$ cat config.mk
export PLATFORM = sky130hd
export DESIGN_NAME = rgb_to_hsv_converter_top
export DESIGN_NICKNAME = d
export VERILOG_FILES = /design/src/sv/rgb2hsv_pkg.sv /design/src/sv/rgb2hsv_converter_top.sv /design/src/sv/rgb2hsv_front.sv /design/src/sv/rgb2hsv_div.sv /design/src/sv/rgb2hsv_back.sv
export SDC_FILE = /design/constraint.sdc
export NUM_CORES = 1
export LEC_CHECK = 0
export BUFFER_PORTS_ARGS = -buffer_cell sky130_fd_sc_hd__buf_4
export CORE_MARGIN = 1
export CORE_UTILIZATION = 55
export DETAILED_ROUTE_END_ITERATION = 10
export PLACE_DENSITY = 0.72
export SLEW_MARGIN = 20
export SYNTH_ARGS = -nofsm -noshare
export SYNTH_HDL_FRONTEND = slang
export SYNTH_SLANG_ARGS = --single-unit
$ cat constraint.sdc
create_clock -name clk -period 11.39 [get_ports clk]
set_clock_uncertainty 0.1 [all_clocks]
set_input_delay 0 -clock clk [delete_from_list [all_inputs] [get_ports clk]]
set_output_delay 0 -clock clk [all_outputs]
set_load 0.005 [all_outputs]
$ cat src/sv/rgb2hsv_pkg.sv
// RGB to HSV conversion: shared constants, payload types and sideband types.
// No dependencies; imported by every module of the block except the generic divider.
package rgb2hsv_pkg;

    localparam int COMP_W     = 8;
    localparam int HUE_W      = 15;
    localparam int COMP_MAX   = (1 << COMP_W) - 1;

    // 60 degrees in 1/64 degree units, and a full turn
    localparam int SIXTY_DEG  = 3840;
    localparam int FULL_TURN  = 6 * SIXTY_DEG;

    // Divider geometry: quotients never exceed SIXTY_DEG, so 12 bits cover both
    localparam int QUO_W      = $clog2(SIXTY_DEG + 1);
    localparam int HNUM_W     = COMP_W + QUO_W;
    localparam int SNUM_W     = 2 * COMP_W;
    localparam int DIV_STAGES = QUO_W;

    // Signed hue sum before wrap: -60 .. 300 degrees
    localparam int HSUM_W     = HUE_W + 1;

    typedef enum logic [1:0] {
        SECT_RED,
        SECT_GREEN,
        SECT_BLUE
    } sector_t;

    typedef struct packed {
        logic [COMP_W-1:0] red;
        logic [COMP_W-1:0] green;
        logic [COMP_W-1:0] blue;
    } rgb_t;

    typedef struct packed {
        logic [HUE_W-1:0]  hue;
        logic [COMP_W-1:0] saturation;
        logic [COMP_W-1:0] brightness;
    } hsv_t;

    // Per-pixel data carried alongside the dividers
    typedef struct packed {
        logic              grey;
        sector_t           sector;
        logic              neg;
        logic [COMP_W-1:0] bright;
    } side_t;

endpackage

$ cat src/sv/rgb2hsv_converter_top.sv
// RGB to HSV converter, fully pipelined: one pixel accepted every clock.
// Stages from start to done: 2 front stages, 12 divider stages
// (one quotient bit each), 1 output stage. busy is held low.
// Reset clears only the valid bits; data registers are not reset.
// Results appear on result for one cycle with done high and cannot be held.
module rgb_to_hsv_converter_top (
    input  logic              clk,
    input  logic              rst_n,
    input  logic              start,
    output logic              busy,
    input  rgb2hsv_pkg::rgb_t pixel,
    output logic              done,
    output rgb2hsv_pkg::hsv_t result
);
    import rgb2hsv_pkg::*;

    logic              front_valid;
    side_t             front_side;
    logic [HNUM_W-1:0] hue_num;
    logic [COMP_W-1:0] hue_den;
    logic [SNUM_W-1:0] sat_num;
    logic [COMP_W-1:0] sat_den;
    logic [QUO_W-1:0]  hue_quo;
    logic [QUO_W-1:0]  sat_quo;

    logic [DIV_STAGES-1:0] valid_reg;
    side_t                 side_reg [DIV_STAGES];

    assign busy = 1'b0;

    rgb2hsv_front u_front (
        .clk       (clk),
        .rst_n     (rst_n),
        .in_valid  (start),
        .pixel     (pixel),
        .out_valid (front_valid),
        .side      (front_side),
        .hue_num   (hue_num),
        .hue_den   (hue_den),
        .sat_num   (sat_num),
        .sat_den   (sat_den)
    );

    rgb2hsv_div #(
        .NUM_W (HNUM_W),
        .DEN_W (COMP_W),
        .QUO_W (QUO_W)
    ) u_hue_div (
        .clk (clk),
        .num (hue_num),
        .den (hue_den),
        .quo (hue_quo)
    );

    rgb2hsv_div #(
        .NUM_W (SNUM_W),
        .DEN_W (COMP_W),
        .QUO_W (QUO_W)
    ) u_sat_div (
        .clk (clk),
        .num (sat_num),
        .den (sat_den),
        .quo (sat_quo)
    );

    // sideband line matched to the divider depth
    always_ff @(posedge clk or negedge rst_n)
    begin
        if (!rst_n)
        begin
            valid_reg <= '0;
        end
        else
        begin
            valid_reg <= {valid_reg[DIV_STAGES-2:0], front_valid};
        end
    end

    always_ff @(posedge clk)
    begin
        side_reg[0] <= front_side;
        for (int i = 1; i < DIV_STAGES; i++)
        begin
            side_reg[i] <= side_reg[i-1];
        end
    end

    rgb2hsv_back u_back (
        .clk      (clk),
        .rst_n    (rst_n),
        .in_valid (valid_reg[DIV_STAGES-1]),
        .side     (side_reg[DIV_STAGES-1]),
        .hue_quo  (hue_quo),
        .sat_quo  (sat_quo),
        .done     (done),
        .result   (result)
    );

endmodule

$ cat src/sv/rgb2hsv_front.sv
// Front end: max/min, hue sector, signed difference, then divider numerators.
// Two register stages. Depends on rgb2hsv_pkg.
module rgb2hsv_front (
    input  logic                       clk,
    input  logic                       rst_n,
    input  logic                       in_valid,
    input  rgb2hsv_pkg::rgb_t          pixel,
    output logic                       out_valid,
    output rgb2hsv_pkg::side_t         side,
    output logic [rgb2hsv_pkg::HNUM_W-1:0] hue_num,
    output logic [rgb2hsv_pkg::COMP_W-1:0] hue_den,
    output logic [rgb2hsv_pkg::SNUM_W-1:0] sat_num,
    output logic [rgb2hsv_pkg::COMP_W-1:0] sat_den
);
    import rgb2hsv_pkg::*;

    logic [COMP_W-1:0] max_next;
    logic [COMP_W-1:0] min_next;
    logic [COMP_W-1:0] opa;
    logic [COMP_W-1:0] opb;
    sector_t           sect_next;
    logic              neg_next;
    logic [COMP_W-1:0] mag_next;

    logic              valid1_reg;
    logic [COMP_W-1:0] bright1_reg;
    logic [COMP_W-1:0] delta1_reg;
    logic [COMP_W-1:0] mag1_reg;
    logic              neg1_reg;
    sector_t           sect1_reg;

    side_t             side2_next;
    logic              valid2_reg;
    side_t             side2_reg;
    logic [HNUM_W-1:0] hnum2_reg;
    logic [SNUM_W-1:0] snum2_reg;
    logic [COMP_W-1:0] hden2_reg;

    always_comb
    begin
        max_next = pixel.red;
        if (pixel.green > max_next)
        begin
            max_next = pixel.green;
        end
        if (pixel.blue > max_next)
        begin
            max_next = pixel.blue;
        end
        min_next = pixel.red;
        if (pixel.green < min_next)
        begin
            min_next = pixel.green;
        end
        if (pixel.blue < min_next)
        begin
            min_next = pixel.blue;
        end

        // ties: red over green over blue
        priority if (max_next == pixel.red)
        begin
            sect_next = SECT_RED;
            opa       = pixel.green;
            opb       = pixel.blue;
        end
        else if (max_next == pixel.green)
        begin
            sect_next = SECT_GREEN;
            opa       = pixel.blue;
            opb       = pixel.red;
        end
        else
        begin
            sect_next = SECT_BLUE;
            opa       = pixel.red;
            opb       = pixel.green;
        end

        neg_next = (opa < opb);
        mag_next = neg_next ? (opb - opa) : (opa - opb);
    end

    always_comb
    begin
        side2_next.grey   = (delta1_reg == '0);
        side2_next.sector = sect1_reg;
        side2_next.neg    = neg1_reg;
        side2_next.bright = bright1_reg;
    end

    always_ff @(posedge clk or negedge rst_n)
    begin
        if (!rst_n)
        begin
            valid1_reg <= 1'b0;
            valid2_reg <= 1'b0;
        end
        else
        begin
            valid1_reg <= in_valid;
            valid2_reg <= valid1_reg;
        end
    end

    always_ff @(posedge clk)
    begin
        bright1_reg <= max_next;
        delta1_reg  <= max_next - min_next;
        mag1_reg    <= mag_next;
        neg1_reg    <= neg_next;
        sect1_reg   <= sect_next;

        side2_reg   <= side2_next;
        hnum2_reg   <= HNUM_W'(mag1_reg) * HNUM_W'(SIXTY_DEG);
        snum2_reg   <= SNUM_W'(delta1_reg) * SNUM_W'(COMP_MAX);
        hden2_reg   <= delta1_reg;
    end

    assign out_valid = valid2_reg;
    assign side      = side2_reg;
    assign hue_num   = hnum2_reg;
    assign hue_den   = hden2_reg;
    assign sat_num   = snum2_reg;
    assign sat_den   = side2_reg.bright;

endmodule

$ cat src/sv/rgb2hsv_div.sv
// Pipelined restoring divider, one quotient bit per register stage.
// Requires num < den * 2**QUO_W. Generic; no package dependency.
module rgb2hsv_div #(
    parameter int NUM_W = 20,
    parameter int DEN_W = 8,
    parameter int QUO_W = 12
) (
    input  logic             clk,
    input  logic [NUM_W-1:0] num,
    input  logic [DEN_W-1:0] den,
    output logic [QUO_W-1:0] quo
);

    logic [DEN_W-1:0] rem_reg [QUO_W];
    logic [QUO_W-1:0] low_reg [QUO_W];
    logic [DEN_W-1:0] den_reg [QUO_W];
    logic [QUO_W-1:0] quo_reg [QUO_W];

    for (genvar i = 0; i < QUO_W; i++)
    begin : g_stage
        logic [DEN_W-1:0] rem_in;
        logic [QUO_W-1:0] low_in;
        logic [DEN_W-1:0] den_in;
        logic [QUO_W-1:0] quo_in;
        logic [DEN_W:0]   trial;
        logic             fits;

        if (i == 0)
        begin : g_first
            // top bits are already below den, given the quotient range
            assign rem_in = DEN_W'(num >> QUO_W);
            assign low_in = num[QUO_W-1:0];
            assign den_in = den;
            assign quo_in = '0;
        end
        else
        begin : g_next
            assign rem_in = rem_reg[i-1];
            assign low_in = low_reg[i-1];
            assign den_in = den_reg[i-1];
            assign quo_in = quo_reg[i-1];
        end

        assign trial = {rem_in, low_in[QUO_W-1]};
        assign fits  = (trial >= {1'b0, den_in});

        always_ff @(posedge clk)
        begin
            rem_reg[i] <= fits ? DEN_W'(trial - {1'b0, den_in}) : DEN_W'(trial);
            low_reg[i] <= low_in << 1;
            den_reg[i] <= den_in;
            quo_reg[i] <= {quo_in[QUO_W-2:0], fits};
        end
    end

    assign quo = quo_reg[QUO_W-1];

endmodule

$ cat src/sv/rgb2hsv_back.sv
// Back end: signs the hue quotient, adds the sector offset, wraps, registers result.
// Depends on rgb2hsv_pkg.
module rgb2hsv_back (
    input  logic                          clk,
    input  logic                          rst_n,
    input  logic                          in_valid,
    input  rgb2hsv_pkg::side_t            side,
    input  logic [rgb2hsv_pkg::QUO_W-1:0] hue_quo,
    input  logic [rgb2hsv_pkg::QUO_W-1:0] sat_quo,
    output logic                          done,
    output rgb2hsv_pkg::hsv_t             result
);
    import rgb2hsv_pkg::*;

    logic [HSUM_W-1:0] mag;
    logic [HSUM_W-1:0] offs;
    logic [HSUM_W-1:0] base;
    logic [HSUM_W-1:0] sum;
    hsv_t              result_next;
    logic              done_reg;
    hsv_t              result_reg;

    always_comb
    begin
        mag  = HSUM_W'(hue_quo);
        offs = side.neg ? (~mag + HSUM_W'(1)) : mag;
        unique case (side.sector)
            SECT_RED:   base = '0;
            SECT_GREEN: base = HSUM_W'(2 * SIXTY_DEG);
            SECT_BLUE:  base = HSUM_W'(4 * SIXTY_DEG);
            default:    base = '0;
        endcase
        sum = base + offs;
        // only the red sector can go negative; a zero quotient stays zero
        if (side.sector == SECT_RED && sum[HSUM_W-1])
        begin
            sum = sum + HSUM_W'(FULL_TURN);
        end

        result_next.brightness = side.bright;
        if (side.grey)
        begin
            result_next.hue        = '0;
            result_next.saturation = '0;
        end
        else
        begin
            result_next.hue        = sum[HUE_W-1:0];
            result_next.saturation = sat_quo[COMP_W-1:0];
        end
    end

    always_ff @(posedge clk or negedge rst_n)
    begin
        if (!rst_n)
        begin
            done_reg <= 1'b0;
        end
        else
        begin
            done_reg <= in_valid;
        end
    end

    always_ff @(posedge clk)
    begin
        result_reg <= result_next;
    end

    assign done   = done_reg;
    assign result = result_reg;

endmodule
==> out/results.tsv, run 1 <==
metric	value	unit
synthesis-to-finish area growth	13.2	%
Worst Path Buf+Inv	2	
Setup violations, final	0	
Cells after Synth	2840	
worst skew pair latency	0.61	ns
simple-gate portion of the synthesized area	8.72	%
Seq/Total Area, Yosys	49.3	%
pin count of the biggest net entering global routing	38	
Post-synth EDFFs	0	
RSZ-0062 raised after global routing	false	
slew margin rel.	33.3	%
Layout Utilization	63.2	%
Place WS	1.87	ns
1st-iter DRT viols	679	
status	finished, final reports clean	
Max Transition Viols Final	0	
endpoint class of the critical path	flop	
XOR/XNOR Fraction of Synth Area	3.81	%
worst reg2reg path startpoint	u_front.delta1_reg[3]$_DFF_P_	
critical path type	input port to flop	
delay-heaviest family, CP	compound AO/OA/AOI/OAI gates	
CP Launch Type	input port	
Synth Area in Compound Gates	12.9	%
Setup TNS	0	ns
num ports	60	
All-Layer GR Usage	20.1	%
depth of the CTS H-tree	3	
type of the tightest min-delay check	input port to flop	
Placement Rows	83	
most frequent cells in the layout	dfxtp_1, inv_1, ha_1	
Synthesis Warnings	0	
die width	231	um
port bufs	58	
Final Hold Fails	0	
max reg flops	144	
final instance area	32500	um2
Final period util	79.6	%
Hold Path Cell Cnt	5	
Synth async-reset ratio	2.13	%
fin worst setup slack	2.32	ns
Post-Syn Area per Cell	10.1	um2
largest cells by area after synthesis	dfxtp_1, ha_1, inv_1	
post-DR vias/cell	5.12	
gr ovfl total	0	
ant diodes	0	
Initial Util	55.9	%
Routed WL per cell	14.1	um
Total Wirelength	51900	um
routability cong.	0.856	
internal reg-to-reg setup slack	6.58	ns
Post-DP Area	29800	um2
share of cells above drive strength 1	6.60	%
vias in the first global route	19559	
Fillers	4010	
mux cell area share after synthesis	1.05	%
number of setup buffers added after CTS	0	
initial antenna violation count	0	
top-area cell type share of the netlist area	48.0	%
Final min period	9.07	ns
Worst-path clk slew	0.06	ns
crit path max fanout	32	
#FFs+latches synth	703	
Max Clock Freq	110	MHz
Core Region	51400	um2
CTS buffer count	71	
Distinct cells, synth	64	
worst endpoint data arrival time	9.50	ns
Worst Reg-to-Reg Cells	16	
Antenna Nets Post-Route	0	
clock root buffer	clkbuf_16	
die area	53100	um2
DRC Markers	0	
Die Y	231	um
post-CTS sizing	0	
CP peak stage delay	0.82	ns
Adder-Cell Fraction of Synth Area	17.8	%
Max Cap Viol	0	
dpl hpwl	39100	um
top_reg_cell synth	dfxtp_1	
commonest non-fill, non-tap cell in the layout	dfxtp_1	
HP Start	pixel[8]	
main combinational cell family by area after synthesis	adder cells	
Critical Path RT	11.82	ns
FF-to-FF End	u_front.sat_num[15]$_DFF_P_	
Yosys top cell by area	dfxtp_1	
Mapped Nets	3233	
crit path launch	pixel[15]	
mapped cell area	28700	um2
clock sinks	703	
# hold bufs at CTS	25	
clk buf depth	3	
slowest CP cell	or2_1	
global-route wire length before repair	87900	um
drt pass-1 iters	5	
Vias	18844	
Hold Path Sink	u_front.mag1_reg[0]$_DFF_P_	
Worst Tran Pin Value	0.999	ns
CTS tree	built	
nets	3340	
how the worst max path moves through the flow:
| stage | slack, ns | to | cells past startpoint |
|---|---|---|---|
| detailed placement | 1.87 | u_front.mag1_reg[6]$_DFF_P_ | 33 |
| CTS | 2.02 | u_front.mag1_reg[6]$_DFF_P_ | 32 |
| global placement | 1.99 | u_front.mag1_reg[7]$_DFF_P_ | 33 |
| finish | 2.32 | u_front.mag1_reg[6]$_DFF_P_ | 33 |
| floorplan | 4.16 | u_front.mag1_reg[7]$_DFF_P_ | 34 |
| global route | 1.65 | u_front.mag1_reg[6]$_DFF_P_ | 33 |
synthesized netlist by cell type, types with 3 or more instances:
cell type and instances:
mux2_2 8, o2111ai_1 4, dfxtp_1 688, a21o_1 42
nor2b_1 70, a21oi_1 136, nand4_1 37, a221oi_1 9
inv_1 445, and3_1 29, a21boi_0 21, a211oi_1 5
o21ai_0 238, fa_1 69, a31oi_1 4, nor2_1 123
buf_2 3, a22oi_1 3, o31ai_1 50, mux2i_1 21
a2111oi_0 4, dfrtp_1 15, and2_1 6, clkbuf_1 45
nand2_1 190, nand3_1 10, o21a_1 8, nor3_1 5
ha_1 297, xnor2_1 59, a311oi_1 3, o41ai_1 3
nand2b_1 22, or4_1 24, o21bai_1 22, o211a_1 18
xor2_1 66, o221ai_1 4
logic make-up (layout without fill, tap and decap cells):
family,count (synthesis),count (layout)
buffers and inverters,495,656
adders and majority gates,366,366
xor gates and xnor gates,125,125
DFF,703,703
and+or+nand+nor,523,523
other,1,1
AOI/OAI and AO/OA,598,598
muxes,29,29
final cells by class:
type / instances / area, um2 / area share [%]
clock buffers: 94 / 2030 / 6.26
clock inverters: 33 / 395 / 1.22
inverters: 445 / 1670 / 5.14
multi-input cells: 1642 / 12700 / 39.1
flip-flops and latches: 703 / 14100 / 43.5
well taps: 680 / 851 / 2.62
repair buffers: 84 / 693 / 2.13
metrics by stage:
step | instances | hold slack, ns
6_report | 3681 | 0.00262
5_1_grt | 3681 | 0.0415
4_1_cts | 3681 | 0.00114
3_5_place_dp | 3529 | -0.240
3_3_place_gp | 3529 | -0.249
2_1_floorplan | 2840 | -0.396
routing by layer:
metal,routed length [um],share of wire [%],up-vias,GRT usage (%)
met2,27700,53,280,39.4
met5,0,0,-,0
met3,1720,3.3,106,3.64
li1,-,-,9638,-
met4,1470,2.8,0,7.41
met1,21000,41,8820,21.0
tightest hold or removal path: stages:
cell and delay, ns:
buf_4 0.13, inv_1 0.12, a21oi_1 0.20, ha_1 0.16
inv_1 0.04
Power of run 1 is not shown: default switching activity piles up to over one toggle a cycle in this logic, so the estimate is an artifact.
==> run 2: changes to the inputs <==
--- a/config.mk
+++ b/config.mk
@@ -9,7 +9,7 @@
 export CORE_MARGIN = 1
 export CORE_UTILIZATION = 55
 export DETAILED_ROUTE_END_ITERATION = 10
-export PLACE_DENSITY = 0.72
+export PLACE_DENSITY = 0.75
 export SLEW_MARGIN = 20
 export SYNTH_ARGS = -nofsm -noshare
 export SYNTH_HDL_FRONTEND = slang
==> constraint.sdc (replaced) <==
create_clock -name clk -period 7.4 [get_ports clk]
set_clock_uncertainty 0.1 [all_clocks]
set_input_delay 0 -clock clk [delete_from_list [all_inputs] [get_ports clk]]
set_output_delay 0 -clock clk [all_outputs]
set_load 0.005 [all_outputs]
==> run 2 against run 1 <==
Clock-buffer cell count grew 12; non-clock buffer count up 47; sequential share of layout area fell by 0.36 points; via count up 1.7%.
==> out/results.tsv, run 2 (same netlist as run 1, synthesis figures left out) <==
metric	value	unit	change
Core Region	51400	um2	unchanged
routability cong.	0.927		+8.3%
drt pass-1 iters	5		unchanged
synthesis-to-finish area growth	14.1	%	
Antenna Nets Post-Route	0		unchanged
status	finished, final reports clean		
Critical Path RT	7.83	ns	-3.99 ns
final instance area	32800	um2	+0.84%
nets	3386		+1.4%
Max Clock Freq	145	MHz	
Setup TNS	0	ns	unchanged
most used routing layer	met2		
Die Y	231	um	unchanged
gr ovfl total	0		unchanged
Max Cap Viol	0		unchanged
Final period util	93.3	%	
Setup violations, final	0		unchanged
Post-DP Area	30200	um2	+1.2%
die width	231	um	unchanged
DRC Markers	0		unchanged
most frequent cells in the layout	dfxtp_1, inv_1, ha_1		
crit path max fanout	8		-75%
Initial Util	55.9	%	unchanged
critical path type	input port to flop		
non-filler cells, final	3728		+1.3%
worst endpoint data arrival time	7.33	ns	-2.17 ns
die area	53100	um2	unchanged
clk buf depth	3		unchanged
num ports	60		unchanged
Worst Tran Pin Value	1.05	ns	+0.0533 ns
Total Wirelength	53900	um	+3.9%
depth of the CTS H-tree	3		unchanged
clock sinks	703		unchanged
Final min period	6.90	ns	
post-DR vias/cell	5.14		+0.42%
pin count of the biggest net entering global routing	24		-37%
vias in the first global route	19855		+1.5%
slowest CP cell	dlygate4sd3_1		
All-Layer GR Usage	20.8	%	+0.71 points
Worst-path clk slew	0.06	ns	about the same
met3 usage	3.46	%	-0.19 points
type of the tightest min-delay check	input port to flop		
commonest non-fill, non-tap cell in the layout	dfxtp_1		
Max Transition Viols Final	0		unchanged
clock root buffer	clkbuf_16		
dpl hpwl	41000	um	+4.7%
max reg flops	144		unchanged
Placed Cells	3577		+1.4%
CP peak stage delay	0.54	ns	-0.28 ns
Placement Rows	83		unchanged
port bufs	58		unchanged
slew margin rel.	29.7	%	-3.6 points
1st-iter DRT viols	823		+21%
M1 GR Usage	22.2	%	+1.2 points
ant diodes	0		unchanged
Routed WL per cell	14.5	um	+2.6%
Final Hold Fails	0		unchanged
initial antenna violation count	0		unchanged
worst skew pair latency	0.60	ns	about the same
CTS buffer count	70		-1.4%
global-route wire length before repair	90600	um	+3.0%
share of cells above drive strength 1	7.84	%	+1.2 points
endpoint class of the critical path	flop		
RSZ-0062 raised after global routing	false		
CP Launch Type	input port		
met2 Track Usage GR	40.1	%	+0.72 points
Vias	19164		+1.7%
CTS tree	built		
## run 2: changes by cell type in the layout (fill, tap and decap cells not counted), moves of 2 or more
cell           change
buf_4             +51
clkbuf_1          +13
clkinv_2           -6
clkinv_4           -3
dlygate4sd3_1      -4
inv_6              -2
nor2_1             -2
nor2_2             +3
## run 2: worst paths after layout
kind / depth (start not counted) / from / slack (ns) / endpoint
hold reg to reg: 0 / side_reg[2][35]$_DFF_P_ / 0.21 / side_reg[2][47]$_DFF_P_
setup / recovery: 32 / pixel[15] / 0.50 / u_front.mag1_reg[5]$_DFF_P_
setup reg to reg: 16 / u_front.delta1_reg[3]$_DFF_P_ / 2.54 / u_front.sat_num[15]$_DFF_P_
hold / removal: 5 / pixel[9] / 0.03 / u_front.mag1_reg[1]$_DFF_P_
max in group asynchronous: 3 / rst_n / 6.39 / u_front.valid1_reg$_DFF_PN0_
min in group asynchronous: 3 / rst_n / 0.41 / valid_reg[11]$_DFF_PN0_
## run 2: critical path, delay by kind of cell
family / cells / cell delay [ns]
adder cells (fa/ha/maj): 3 / 0.98
XOR/XNOR: 1 / 0.13
AO/OA/AOI/OAI: 17 / 3.91
multiplexers: 1 / 0.25
buffers and inverters: 4 / 1.01
AND/OR/NAND/NOR: 6 / 1.04
## run 2: repair_timing
| action | 4_1_cts | 5_1_grt |
|---|---|---|
| buffers inserted | 0 | 3 |
| hold buffers | 21 | 0 |
| gates resized for setup | 0 | 4 |
| hold endpoints to repair | 29 | 0 |
| setup endpoints to repair | 0 | 4 |
## run 2: routing by layer
metal | vias to the layer above | share of wire [%]
met3 | 118 | 3.9
met2 | 336 | 53
met4 | 0 | 3.1
met5 | - | 0
li1 | 9718 | -
met1 | 8992 | 40
## run 2: cell type report
cell class,instances,area [um2]
fill,3988,18600
sequential,703,14100
multi-input combinational,1642,12700
clock buffer,106,2060
inverter,445,1670
timing repair buffer,131,1040
tap,680,851
clock inverter,21,300
## run 2: stage by stage
stage / hold slack (ns) / util [%] / worst slack [ns]
floorplan: -0.396 / - / 0.172
global placement: -0.248 / 58.7 / 0.325
detailed placement: -0.241 / 58.7 / 0.310
CTS: 0.00602 / 63.7 / 0.441
global route: 0.0577 / 63.8 / 0.0148
finish: 0.0260 / 63.8 / 0.496
Power of run 2 is left out for the same reason.
